### src/design/i2cm_pkg.sv
package i2cm_pkg;

   // sequencer phases, one-hot
   typedef enum logic [12:0] {
      PH_IDLE    = 13'b0_0000_0000_0001,
      PH_START_A = 13'b0_0000_0000_0010,
      PH_START_B = 13'b0_0000_0000_0100,
      PH_WR_A    = 13'b0_0000_0000_1000,
      PH_WR_B    = 13'b0_0000_0001_0000,
      PH_ACK_A   = 13'b0_0000_0010_0000,
      PH_ACK_B   = 13'b0_0000_0100_0000,
      PH_RD_A    = 13'b0_0000_1000_0000,
      PH_RD_B    = 13'b0_0001_0000_0000,
      PH_MACK_A  = 13'b0_0010_0000_0000,
      PH_MACK_B  = 13'b0_0100_0000_0000,
      PH_STOP_A  = 13'b0_1000_0000_0000,
      PH_STOP_B  = 13'b1_0000_0000_0000
   } phase_type;

   // which byte the write shifter is sending
   typedef enum logic [1:0] {
      ST_ADDR_W = 2'd0,
      ST_REG    = 2'd1,
      ST_DATA   = 2'd2,
      ST_ADDR_R = 2'd3
   } stage_type;

   localparam logic [2:0] OP_TICK     = 3'd0;
   localparam logic [2:0] OP_REG_WR   = 3'd1;
   localparam logic [2:0] OP_REG_RD   = 3'd2;
   localparam logic [2:0] OP_BURST_RD = 3'd3;
   localparam logic [2:0] OP_BYTE_WR  = 3'd4;
   localparam logic [2:0] OP_BYTE_RD  = 3'd5;

   localparam logic RW_WRITE = 1'b0;
   localparam logic RW_READ  = 1'b1;

   typedef struct packed {
      phase_type   phase;
      stage_type   stage;
      logic [3:0]  bit_pos;
      logic [7:0]  shift;
      logic [15:0] tick;
      logic [15:0] bytes_rem;
      logic [2:0]  cmd_op;
      logic [6:0]  cmd_addr;
      logic [7:0]  cmd_reg;
      logic [7:0]  cmd_data;
      logic        nack_seen;
      logic        scl;
      logic        sda;
   } state_type;

   typedef struct packed {
      logic       scl_level;
      logic       sda_level;
      logic       busy_res;
      logic [7:0] read_data;
      logic       read_valid;
      logic       read_last;
      logic       done_res;
      logic       nack;
   } result_type;

endpackage

### src/design/i2cm_step.sv
module i2cm_step import i2cm_pkg::*; #(
   parameter int BURST_COUNT_MAX = 65535
) (
   input  state_type   cur,
   input  logic [15:0] half_period_ticks,
   input  logic [2:0]  operation,
   input  logic [6:0]  slave_address,
   input  logic [7:0]  register_address,
   input  logic [7:0]  write_data,
   input  logic [15:0] byte_count,
   input  logic        sda_in,
   output state_type   nxt,
   output result_type  res
);

   localparam logic [15:0] BurstMax = 16'(BURST_COUNT_MAX);

   // new phase: restart the half-period count and set the line drive
   function automatic state_type enter(state_type s, phase_type ph);
      state_type r;
      r = s;
      r.phase = ph;
      r.tick = '0;
      unique case (ph)
         PH_START_A: {r.scl, r.sda} = 2'b11;
         PH_START_B: {r.scl, r.sda} = 2'b10;
         PH_WR_A:    {r.scl, r.sda} = {1'b0, s.shift[7]};
         PH_WR_B:    {r.scl, r.sda} = {1'b1, s.shift[7]};
         PH_ACK_A:   {r.scl, r.sda} = 2'b01;
         PH_ACK_B:   {r.scl, r.sda} = 2'b11;
         PH_RD_A:    {r.scl, r.sda} = 2'b01;
         PH_RD_B:    {r.scl, r.sda} = 2'b11;
         PH_MACK_A:  {r.scl, r.sda} = {1'b0, s.bytes_rem == '0};
         PH_MACK_B:  {r.scl, r.sda} = {1'b1, s.bytes_rem == '0};
         PH_STOP_A:  {r.scl, r.sda} = 2'b00;
         PH_STOP_B:  {r.scl, r.sda} = 2'b10;
         default: begin
            r.phase = PH_IDLE;
            {r.scl, r.sda} = 2'b11;
         end
      endcase
      return r;
   endfunction

   logic [15:0] limit;
   logic [15:0] tick_inc;
   logic        half_done;

   assign limit     = (half_period_ticks == '0) ? 16'd1 : half_period_ticks;
   assign tick_inc  = cur.tick + 16'd1;
   assign half_done = tick_inc >= limit;

   always_comb begin
      state_type  s;
      result_type r;
      s = cur;
      r = '0;
      if (cur.phase == PH_IDLE) begin
         if (operation == OP_BURST_RD && byte_count == '0) begin
            r.done_res = 1'b1;
         end else if (operation >= OP_REG_WR && operation <= OP_BYTE_RD) begin
            s.cmd_op    = operation;
            s.cmd_addr  = slave_address;
            s.cmd_reg   = register_address;
            s.cmd_data  = write_data;
            s.nack_seen = 1'b0;
            if (operation == OP_BURST_RD) begin
               s.bytes_rem = (byte_count > BurstMax) ? BurstMax : byte_count;
            end else begin
               s.bytes_rem = 16'd1;
            end
            s.bit_pos = '0;
            if (operation == OP_BYTE_RD) begin
               s.stage = ST_ADDR_R;
               s.shift = {slave_address, RW_READ};
            end else begin
               s.stage = ST_ADDR_W;
               s.shift = {slave_address, RW_WRITE};
            end
            s = enter(s, PH_START_A);
         end
      end else begin
         s.tick = tick_inc;
         if (half_done) begin
            unique case (cur.phase)
               PH_START_A: s = enter(s, PH_START_B);
               PH_START_B: begin
                  s.bit_pos = '0;
                  s = enter(s, PH_WR_A);
               end
               PH_WR_A: s = enter(s, PH_WR_B);
               PH_WR_B: begin
                  s.shift   = {cur.shift[6:0], 1'b0};
                  s.bit_pos = cur.bit_pos + 4'd1;
                  s = enter(s, (s.bit_pos >= 4'd8) ? PH_ACK_A : PH_WR_A);
               end
               PH_ACK_A: s = enter(s, PH_ACK_B);
               PH_ACK_B: begin
                  if (sda_in) begin
                     s.nack_seen = 1'b1;
                     s = enter(s, PH_STOP_A);
                  end else begin
                     unique case (cur.stage)
                        ST_ADDR_W: begin
                           s.bit_pos = '0;
                           if (cur.cmd_op == OP_BYTE_WR) begin
                              s.stage = ST_DATA;
                              s.shift = cur.cmd_data;
                           end else begin
                              s.stage = ST_REG;
                              s.shift = cur.cmd_reg;
                           end
                           s = enter(s, PH_WR_A);
                        end
                        ST_REG: begin
                           s.bit_pos = '0;
                           if (cur.cmd_op == OP_REG_WR) begin
                              s.stage = ST_DATA;
                              s.shift = cur.cmd_data;
                              s = enter(s, PH_WR_A);
                           end else begin
                              // repeated start with the read address
                              s.stage = ST_ADDR_R;
                              s.shift = {cur.cmd_addr, RW_READ};
                              s = enter(s, PH_START_A);
                           end
                        end
                        ST_ADDR_R: begin
                           s.bit_pos = '0;
                           s.shift   = '0;
                           s = enter(s, PH_RD_A);
                        end
                        default: s = enter(s, PH_STOP_A);
                     endcase
                  end
               end
               PH_RD_A: s = enter(s, PH_RD_B);
               PH_RD_B: begin
                  s.shift   = {cur.shift[6:0], sda_in};
                  s.bit_pos = cur.bit_pos + 4'd1;
                  if (s.bit_pos >= 4'd8) begin
                     if (cur.bytes_rem != '0) begin
                        s.bytes_rem = cur.bytes_rem - 16'd1;
                     end
                     r.read_data  = s.shift;
                     r.read_valid = 1'b1;
                     r.read_last  = s.bytes_rem == '0;
                     s = enter(s, PH_MACK_A);
                  end else begin
                     s = enter(s, PH_RD_A);
                  end
               end
               PH_MACK_A: s = enter(s, PH_MACK_B);
               PH_MACK_B: begin
                  if (cur.bytes_rem == '0) begin
                     s = enter(s, PH_STOP_A);
                  end else begin
                     s.bit_pos = '0;
                     s.shift   = '0;
                     s = enter(s, PH_RD_A);
                  end
               end
               PH_STOP_A: s = enter(s, PH_STOP_B);
               PH_STOP_B: begin
                  r.done_res = 1'b1;
                  r.nack     = cur.nack_seen;
                  s = enter(s, PH_IDLE);
               end
               default: s = enter(s, PH_IDLE);
            endcase
         end
      end
      r.scl_level = s.scl;
      r.sda_level = s.sda;
      r.busy_res  = s.phase != PH_IDLE;
      nxt = s;
      res = r;
   end

endmodule

### src/design/i2cm_rsp_fifo.sv
module i2cm_rsp_fifo import i2cm_pkg::*; (
   input  logic       clock,
   input  logic       reset,
   input  logic       push,
   input  result_type push_data,
   output logic       not_full,
   output logic       out_valid,
   input  logic       out_ready,
   output result_type out_data
);

   result_type entry_ff [2];
   logic       wr_ptr_ff;
   logic       wr_ptr_in;
   logic       rd_ptr_ff;
   logic       rd_ptr_in;
   logic [1:0] count_ff;
   logic [1:0] count_in;
   logic       pop;

   assign not_full  = count_ff != 2'd2;
   assign out_valid = count_ff != 2'd0;
   assign out_data  = entry_ff[rd_ptr_ff];
   assign pop       = out_valid && out_ready;

   always_comb begin
      wr_ptr_in = push ? ~wr_ptr_ff : wr_ptr_ff;
      rd_ptr_in = pop ? ~rd_ptr_ff : rd_ptr_ff;
      count_in  = count_ff + 2'(push) - 2'(pop);
   end

   always_ff @(posedge clock) begin
      if (reset) begin
         wr_ptr_ff <= 1'b0;
         rd_ptr_ff <= 1'b0;
         count_ff  <= 2'd0;
      end else begin
         wr_ptr_ff <= wr_ptr_in;
         rd_ptr_ff <= rd_ptr_in;
         count_ff  <= count_in;
      end
   end

   always_ff @(posedge clock) begin
      if (push) begin
         entry_ff[wr_ptr_ff] <= push_data;
      end
   end

   a_no_overflow: assert property (@(posedge clock) disable iff (reset)
      !(push && !not_full))
      else $error("response buffer overflow");

   a_count_track: assert property (@(posedge clock) disable iff (reset)
      (count_ff == 2'd0 || count_ff == 2'd2) |-> (wr_ptr_ff == rd_ptr_ff))
      else $error("response buffer pointers out of step with count");

   a_count_range: assert property (@(posedge clock) disable iff (reset)
      count_ff != 2'd3)
      else $error("response buffer count out of range");

endmodule

### src/design/i2c_master_transaction_engine.sv
//  channel | ports  | moves
//  --------+--------+-------------------------------------------------------------
//  request | req_*  | one time-base tick: sampled SDA, plus a command taken when idle
//  result  | rsp_*  | SCL/SDA drive, busy, received byte, done and nack, per request
//  config  | csr_*  | half_period_ticks, written at once, no read-back
//
//  One request per clock: the sequencer steps once per accepted request and its
//  result is queued in a two-entry buffer, so requests flow while a result waits.
//  The request side stalls only when both buffer entries are occupied.
//  Synchronous reset: sequencer idle, both lines released, half period 5 ticks.
module i2c_master_transaction_engine import i2cm_pkg::*; #(
   parameter int BURST_COUNT_MAX = 65535
) (
   input  logic        clock,
   input  logic        reset,
   input  logic        req_valid,
   output logic        req_ready,
   input  logic [2:0]  req_operation,
   input  logic [6:0]  req_slave_address,
   input  logic [7:0]  req_register_address,
   input  logic [7:0]  req_write_data,
   input  logic [15:0] req_byte_count,
   input  logic        req_sda_in,
   output logic        rsp_valid,
   input  logic        rsp_ready,
   output logic        rsp_scl_level,
   output logic        rsp_sda_level,
   output logic        rsp_busy_res,
   output logic [7:0]  rsp_read_data,
   output logic        rsp_read_valid,
   output logic        rsp_read_last,
   output logic        rsp_done_res,
   output logic        rsp_nack,
   input  logic        csr_wr_en,
   input  logic [15:0] csr_half_period_ticks
);

   localparam state_type StateReset = '{
      phase:     PH_IDLE,
      stage:     ST_ADDR_W,
      bit_pos:   '0,
      shift:     '0,
      tick:      '0,
      bytes_rem: '0,
      cmd_op:    OP_TICK,
      cmd_addr:  '0,
      cmd_reg:   '0,
      cmd_data:  '0,
      nack_seen: 1'b0,
      scl:       1'b1,
      sda:       1'b1
   };

   state_type   state_ff;
   state_type   state_in;
   result_type  step_res;
   result_type  rsp_data;
   logic [15:0] half_period_ff;
   logic        accept;

   assign accept = req_valid && req_ready;

   i2cm_step #(
      .BURST_COUNT_MAX(BURST_COUNT_MAX)
   ) u_step (
      .cur               (state_ff),
      .half_period_ticks (half_period_ff),
      .operation         (req_operation),
      .slave_address     (req_slave_address),
      .register_address  (req_register_address),
      .write_data        (req_write_data),
      .byte_count        (req_byte_count),
      .sda_in            (req_sda_in),
      .nxt               (state_in),
      .res               (step_res)
   );

   i2cm_rsp_fifo u_rsp_fifo (
      .clock     (clock),
      .reset     (reset),
      .push      (accept),
      .push_data (step_res),
      .not_full  (req_ready),
      .out_valid (rsp_valid),
      .out_ready (rsp_ready),
      .out_data  (rsp_data)
   );

   always_ff @(posedge clock) begin
      if (reset) begin
         state_ff       <= StateReset;
         half_period_ff <= 16'd5;
      end else begin
         if (accept) begin
            state_ff <= state_in;
         end
         if (csr_wr_en) begin
            half_period_ff <= csr_half_period_ticks;
         end
      end
   end

   assign rsp_scl_level  = rsp_data.scl_level;
   assign rsp_sda_level  = rsp_data.sda_level;
   assign rsp_busy_res   = rsp_data.busy_res;
   assign rsp_read_data  = rsp_data.read_data;
   assign rsp_read_valid = rsp_data.read_valid;
   assign rsp_read_last  = rsp_data.read_last;
   assign rsp_done_res   = rsp_data.done_res;
   assign rsp_nack       = rsp_data.nack;

   a_done_releases: assert property (@(posedge clock) disable iff (reset)
      (accept && step_res.done_res) |=>
         (state_ff.phase == PH_IDLE && state_ff.scl && state_ff.sda))
      else $error("done without returning to idle with lines released");

   a_stop_then_idle: assert property (@(posedge clock) disable iff (reset)
      (accept && state_ff.phase == PH_STOP_B && state_in.phase == PH_IDLE)
         |-> step_res.done_res)
      else $error("stop completed without done");

   a_read_only_in_rd: assert property (@(posedge clock) disable iff (reset)
      (accept && step_res.read_valid) |-> (state_ff.phase == PH_RD_B))
      else $error("read byte reported outside a read bit");

   a_hold_when_stalled: assert property (@(posedge clock) disable iff (reset)
      !accept |=> (state_ff == $past(state_ff)))
      else $error("sequencer moved without a request");

endmodule

### config.mk
export PLATFORM = sky130hd
export DESIGN_NAME = i2c_master_transaction_engine
export DESIGN_NICKNAME = d
export VERILOG_FILES = /design/src/design/i2cm_pkg.sv /design/src/design/i2cm_step.sv /design/src/design/i2cm_rsp_fifo.sv /design/src/design/i2c_master_transaction_engine.sv
export SDC_FILE = /design/constraint.sdc
export NUM_CORES = 1
export LEC_CHECK = 0
export BUFFER_PORTS_ARGS = -buffer_cell sky130_fd_sc_hd__buf_2
export CAP_MARGIN = 10
export CORE_MARGIN = 4
export CORE_UTILIZATION = 30
export CTS_BUF_LIST = sky130_fd_sc_hd__clkbuf_16
export DETAILED_ROUTE_END_ITERATION = 8
export PLACE_DENSITY = 0.48
export SLEW_MARGIN = 20
export SYNTH_ARGS = -nofsm -noshare
export SYNTH_HDL_FRONTEND = slang
export SYNTH_SLANG_ARGS = --single-unit
### constraint.sdc
create_clock -name clock -period 11.7 [get_ports clock]
set_input_delay 2.925 -clock clock [delete_from_list [all_inputs] [get_ports clock]]
set_output_delay 2.925 -clock clock [all_outputs]
set_load 0.05 [all_outputs]
# --- Word level (Yosys, flattened, before mapping) ---
# Memories as Yosys holds them, arrays and structs flattened. A register that Yosys moved wholly into a read port is not among the register bits.
# Index checks and enable logic that the tools add are counted.
classes:
  add_sub_neg: 5
  mul: 0
  div_mod_pow: 0
  magnitude_cmp: 5
  n_eq_ne: 51
  n_shift: 0
  n_mux: 37
  n_bitwise: 3
  n_reduce_logical: 29
ops:
  columns: ["operator", "n"]
  rows:
  - ["one-hot mux 88 bit (11 select lines)", 1]
  - ["two-way mux 88 bit", 5]
  - ["one-hot mux 88 bit (3 select lines)", 1]
  - ["two-way mux 16 bit", 8]
  - ["two-way mux 87 bit", 1]
  - ["two-way mux 85 bit", 1]
  - ["two-way mux 79 bit", 1]
  - ["logical NOT 16 bit", 4]
  - ["AND reduction 16 bit", 2]
  - ["two-way mux 10 bit", 3]
  - ["== test 13 x 10 -> 1 bit, second input constant", 2]
  - ["== test 13 x 11 -> 1 bit, second input constant", 2]
  - ["== test 13 x 12 -> 1 bit, second input constant", 2]
  - ["== test 13 bit, second input constant", 2]
  - ["== test 13 x 2 -> 1 bit, second input constant", 2]
  - ["== test 13 x 3 -> 1 bit, second input constant", 2]
  - ["== test 13 x 4 -> 1 bit, second input constant", 2]
  - ["== test 13 x 5 -> 1 bit, second input constant", 2]
  - ["== test 13 x 6 -> 1 bit, second input constant", 2]
  - ["== test 13 x 7 -> 1 bit, second input constant", 2]
  - ["== test 13 x 8 -> 1 bit, second input constant", 2]
  - ["== test 13 x 9 -> 1 bit, second input constant", 2]
  - ["inequality test 2 x 1 -> 1 bit, second input constant", 13]
  - ["AND reduction 18 bit", 1]
  - ["other kinds (41)", 65]
totals:
  register_bits: 108
  latch_bits: 0
  ram_bits: 30
  mem_bits_ro: 0
  input_bits: 64
  out_inout_bits: 17
  elab_cells: 148
  mem_count: 1
memory_table:
  columns: ["memory", "words", "word_bits", "rd", "rd_ports_with_merged_regs", "write_ports", "line", "rtl"]
  rows:
  - ["u_rsp_fifo.entry_ff", 2, 15, 1, 1, 1, "i2cm_rsp_fifo.sv:12", "result_type entry_ff [2];"]

# --- Depth between registers and ports, before layout ---
logic_depth:
  ltp_word: 12
  depth_mapped: 17
  mapped_depth_nobuf: 14

# --- By module ---
# From an unflattened synthesis, not the netlist that was laid out.
unflattened:
  cells_unflattened: 1154
  area_unflattened_um2: 9799.4
modules_own_cells:
  columns: ["module", "instances", "cells_per_inst", "area_each_um2", "seq_area_each_um2"]
  rows:
  - ["i2c_master_transaction_engine", 1, 451, 4672.0, 2082.0]
  - ["i2cm_step", 1, 633, 3798.6, 0.0]
  - ["i2cm_rsp_fifo", 1, 70, 1328.8, 1001.0]

# --- Least setup slack after synthesis ---
# OpenSTA, ideal clock, no wires.
synth_timing:
  path_kind: "in2reg"
  start: "input req_operation[1]"
  end: "register state_ff[71] (netlist bit)"
  setup_ns: 0.070
  arrival_ns: 4.796
  t_required_ns: 11.630
  path_slack_ns: 6.834
  cell_stages: 8
  n_path_buf: 1
  cell_sequence: "nor2b_1 and3b_1 a41o_1 a21o_1 buf_2 a211o_1 or4_1 a21oi_1"
synth_via:
  elab_chain_cells: 4
  word_cells_on_any_way: 8
  classes_between: "2 x order compare; 3 x eq/ne; 3 x reduce/logical"
synth_rtl:
  columns: ["item", "line", "rtl"]
  rows:
  - ["start, declared", "i2c_master_transaction_engine.sv:18", "input logic [2:0] req_operation,"]
  - [">= comparator 3 x 1 -> 1 bit, or another cell as far along", "i2cm_step.sv:61", "end else if (operation >= OP_REG_WR && operation <= OP_BYTE_RD) begin"]
  - ["logical AND 1 bit, on equally long branches", "i2cm_step.sv:61, i2cm_step.sv:59", null]
  - ["inequality test 2 bit (no source line)", null, null]
  - ["AND reduction 14 bit (no source line) *", null, null]
  - ["end signal, assigned", "i2c_master_transaction_engine.sv:91", "state_ff <= StateReset;"]
  - ["end signal, assigned", "i2c_master_transaction_engine.sv:95", "state_ff <= state_in;"]
  - ["end, declared", "i2c_master_transaction_engine.sv:54", "state_type state_ff;"]
# Every way passes the cells marked *; elsewhere a longest branch is shown, timed or not.
# A chain may end at the register's enable or synchronous reset.

# --- Final worst setup path ---
layout_timing:
  start: "input req_operation[1]"
  end: "register state_ff[61] (netlist bit)"
layout_via:
  elab_chain_cells: 5
  word_cells_on_any_way: 13
  classes_between: "2 x order compare; 4 x eq/ne; 4 x mux; 3 x reduce/logical"
layout_rtl:
  columns: ["item"]
  rows:
  - ["branches (longest 5 deep; another with >= comparator 3 x 1 -> 1 bit)"]
# Parallel ways; which one is timed is not known. The select of a mux whose other input is x is not followed.

==> summary.md <==
| Metric | Value |
|---|---|
| TritonCTS Buffers | `17` |
| CTS resizes | `0` |
| Largest net degree at the start of global routing | `64` |
| Mean Syn Cell Area | `8.393 um^2` |
| Chip Height | `173.3 um` |
| Worst Hold Endpoint | `state_ff[20]` |
| Net Count, Synth | `1062` |
| Hold crit path type | `register to register` |
| Post-synthesis cell count | `977` |
| P per Cell Area | `177.5 nW/um^2` |
| Status | `finished, final reports clean` |
| Pre-Repair DR Iteration Count | `7` |
| CP max FO | `20` |
| Slew HR | `0.3573` |
| Routability cong. | `0.9385` |
| Remaining global-route overflow | `0` |
| Worst r2r path cells | `14` |
| Crit path cell chain | `buf_2, nor2b_1, and3b_1, a41o_1, a21o_1, a2111oi_4, o211a_1, a21oi_1` |
| Peak Freq | `195.7 MHz` |
| Worst vdd ir | `0.0001095 V` |
| Number of max-cap violations | `0` |
| Initial Utilization | `0.3043` |
| Vias in the first global route | `7272` |
| Crit path from | `req_operation[1]` |
| Crit path required time | `11.99 ns` |
| Cell accounting for the most synthesized area | `dfxtp_1` |
| CTS tree | `yes` |
| Hold_ws | `0.4517 ns` |
| Hold_buf cts | `0` |
| Final wirelength | `25280 um` |
| Synthesized area | `8200 um^2` |
| IO Port Bufs | `80` |
| Residual DRC count | `0` |
| IO Pins | `81` |
| Antenna diodes | `0` |
| Worst path slowest cell | `a2111oi_4` |
| Clk buf depth | `2` |
| Width of the die | `173.3 um` |
| Worst-Margin Slew | `0.9617 ns` |
| Most used DFF post-synth | `dfxtp_1` |
| Fillers | `2809` |
| Vias | `7560` |
| Global-route wire length before repair | `40140 um` |
| Antenna viol nets, final | `0` |
| Synth area leaders | `dfxtp_1 (27%), edfxtp_1 (11%), nand2_1 (5.5%)` |
| Vias/cell | `5.514` |
| Root Driver | `clkbuf_16` |
| Clock Latency Late Sink | `0.43 ns` |
| CP Launch Type | `input port` |
| Count leader, synth | `nand2_1` |
| Period minus WS final | `5.109 ns` |
| Reg2Reg Setup Slack | `6.85 ns` |
| Share of the synthesized area in the top cell type | `0.2661` |
| Final setup violation count | `0` |
| TritonCTS Sinks | `139` |
| Layout cell share with drive strength beyond 1 | `0.1563` |
| Core Area | `26950 um^2` |
| Period utilization | `0.4366` |
| Static leakage | `3.533 nW` |
| Worst R2R End | `u_rsp_fifo.entry_ff[0][12]` |
| H-Tree Depth | `4` |
| DP HPWL | `17970 um` |
| Max incr delay on CP | `0.83 ns` |
| Synthesis Warnings | `0` |
| Setup TNS | `0 ns` |
| CP Capture Type | `register` |
| Initial drt markers | `796` |
| Hold path start | `state_ff[20]` |
| Ys async rst share | `0` |
| Cell Rows | `60` |
| RSZ-0062 raised after global routing | `false` |
| Area growth from synthesis to layout | `14.45%` |
| Most instantiated cells after synthesis | `nand2_1 (121), dfxtp_1 (109), nor2_1 (88), a21oi_1 (69), nor3_1 (45)` |
| Slew Viols, Final | `0` |
| Die ar. | `30040 um^2` |
| Clk slew on worst S/H paths | `0.06 ns` |
| WL per Instance | `18.44 um` |
| Hold path depth | `2` |
| Critical path class | `input port to register` |
| NumNets Final | `1102` |
| Setup bufs post-CTS | `0` |
| EDFF count, synth | `30` |
| Initial antenna violation count | `0` |
| Worst EP arrival | `5.40 ns` |
| Cell Count, Final, Fillers Out | `1371` |
| Placed Instances | `1339` |
| Tot GR Track Use | `0.1641` |
| Worst reg2reg startpoint | `state_ff[47]` |
| Worst Skew | `0.01504 ns` |
| Distinct cell type count after synthesis | `85` |
| FF+latch count, synth | `139` |
| Seq/Total Area, Yosys | `0.3760` |
| Final hold viol count | `0` |
[logic make-up after synthesis]
| logic type | share of synthesized area |
|---|---|
| AO/OA/AOI/OAI | 0.1891 |
| XOR/XNOR | 0.02884 |
| adder cells (fa/ha/maj) | 0.03204 |
| buffers and inverters | 0.05004 |
| flip-flops | 0.3760 |
| multiplexers | 0.04501 |
| AND/OR/NAND/NOR | 0.2791 |
[sequential cells by signal, summed over array words and instances (netlist names), named ones only]
register	count
u_rsp_fifo.count_ff	2
half_period_ff	16
u_rsp_fifo.wr_ptr_ff	1
u_rsp_fifo.rd_ptr_ff	1
u_rsp_fifo.entry_ff	30
state_ff	88
[cell usage in the layout, fill, tap and decap left out, types with 15 or more instances in the layout]
cell type / synthesis / final
inv_1: 27 / 28
ha_1: 21 / 21
xnor2_1: 17 / 17
nand3_1: 26 / 26
mux2i_1: 20 / 20
dfxtp_1: 109 / 109
nor4_1: 22 / 22
o21ai_0: 35 / 35
mux2_2: 15 / 15
buf_2: 28 / 79
a21oi_1: 69 / 69
nand4_1: 21 / 21
clkbuf_16: 0 / 17
edfxtp_1: 30 / 30
a22oi_1: 32 / 32
nand2_1: 121 / 121
nor3_1: 45 / 44
nor2_1: 88 / 87
[worst max path at each step]
stage                     slack (ns)      endpoint  cells after the start
after floorplan                 6.83  state_ff[71]                      8
after global routing            6.42  state_ff[63]                      8
final                           6.59  state_ff[61]                      8
after global placement          6.17  state_ff[75]                      9
after CTS                       6.61  state_ff[75]                      9
after detailed placement        6.17  state_ff[75]                      9
[routing by layer]
layer	track usage	up-vias	wire length, um
li1	-	3713	-
met1	0.2205	3600	11650
met2	0.2603	210	11690
met3	0.03511	37	1309
met4	0.05953	0	631
met5	0	-	0
[worst max-delay path, delay by kind of cell]
kind            cells  cell delay (ns)
compound gates      5             1.97
buf+inv             1             0.12
simple gates        2             0.38
[metrics by stage]
step / instance area [um^2] / power, mW / setup WS, ns / util
3_3_place_gp: 8780 / 1.125 / 6.174 / 0.3258
3_5_place_dp: 8780 / 1.123 / 6.167 / 0.3258
6_report: 9385 / 1.666 / 6.591 / 0.3482
5_1_grt: 9385 / 1.755 / 6.416 / 0.3482
4_1_cts: 9371 / 1.683 / 6.611 / 0.3477
2_1_floorplan: 8200 / 0.9768 / 6.834 / -
[final cells by class]
cell class / instances / area [um^2] / area share
Multi-Input combinational cell: 744 / 4723 / 0.5033
Sequential cell: 139 / 3083 / 0.3285
Timing Repair Buffer: 87 / 455.4 / 0.04853
Tap cell: 341 / 426.7 / 0.04546
Clock buffer: 17 / 425.4 / 0.04533
Clock inverter: 15 / 166.4 / 0.01773
Inverter: 28 / 105.1 / 0.01120
[power by group]
| part | switching (mW) | internal, mW | leakage (nW) | total [mW] |
|---|---|---|---|---|
| registers | 0.0492 | 0.547 | 1.16 | 0.596 |
| logic | 0.353 | 0.164 | 2.07 | 0.516 |
| clock network | 0.235 | 0.319 | 0.297 | 0.554 |
| total | 0.637 | 1.03 | 3.53 | 1.67 |
Note: power is estimated with default switching activity, not from simulation.
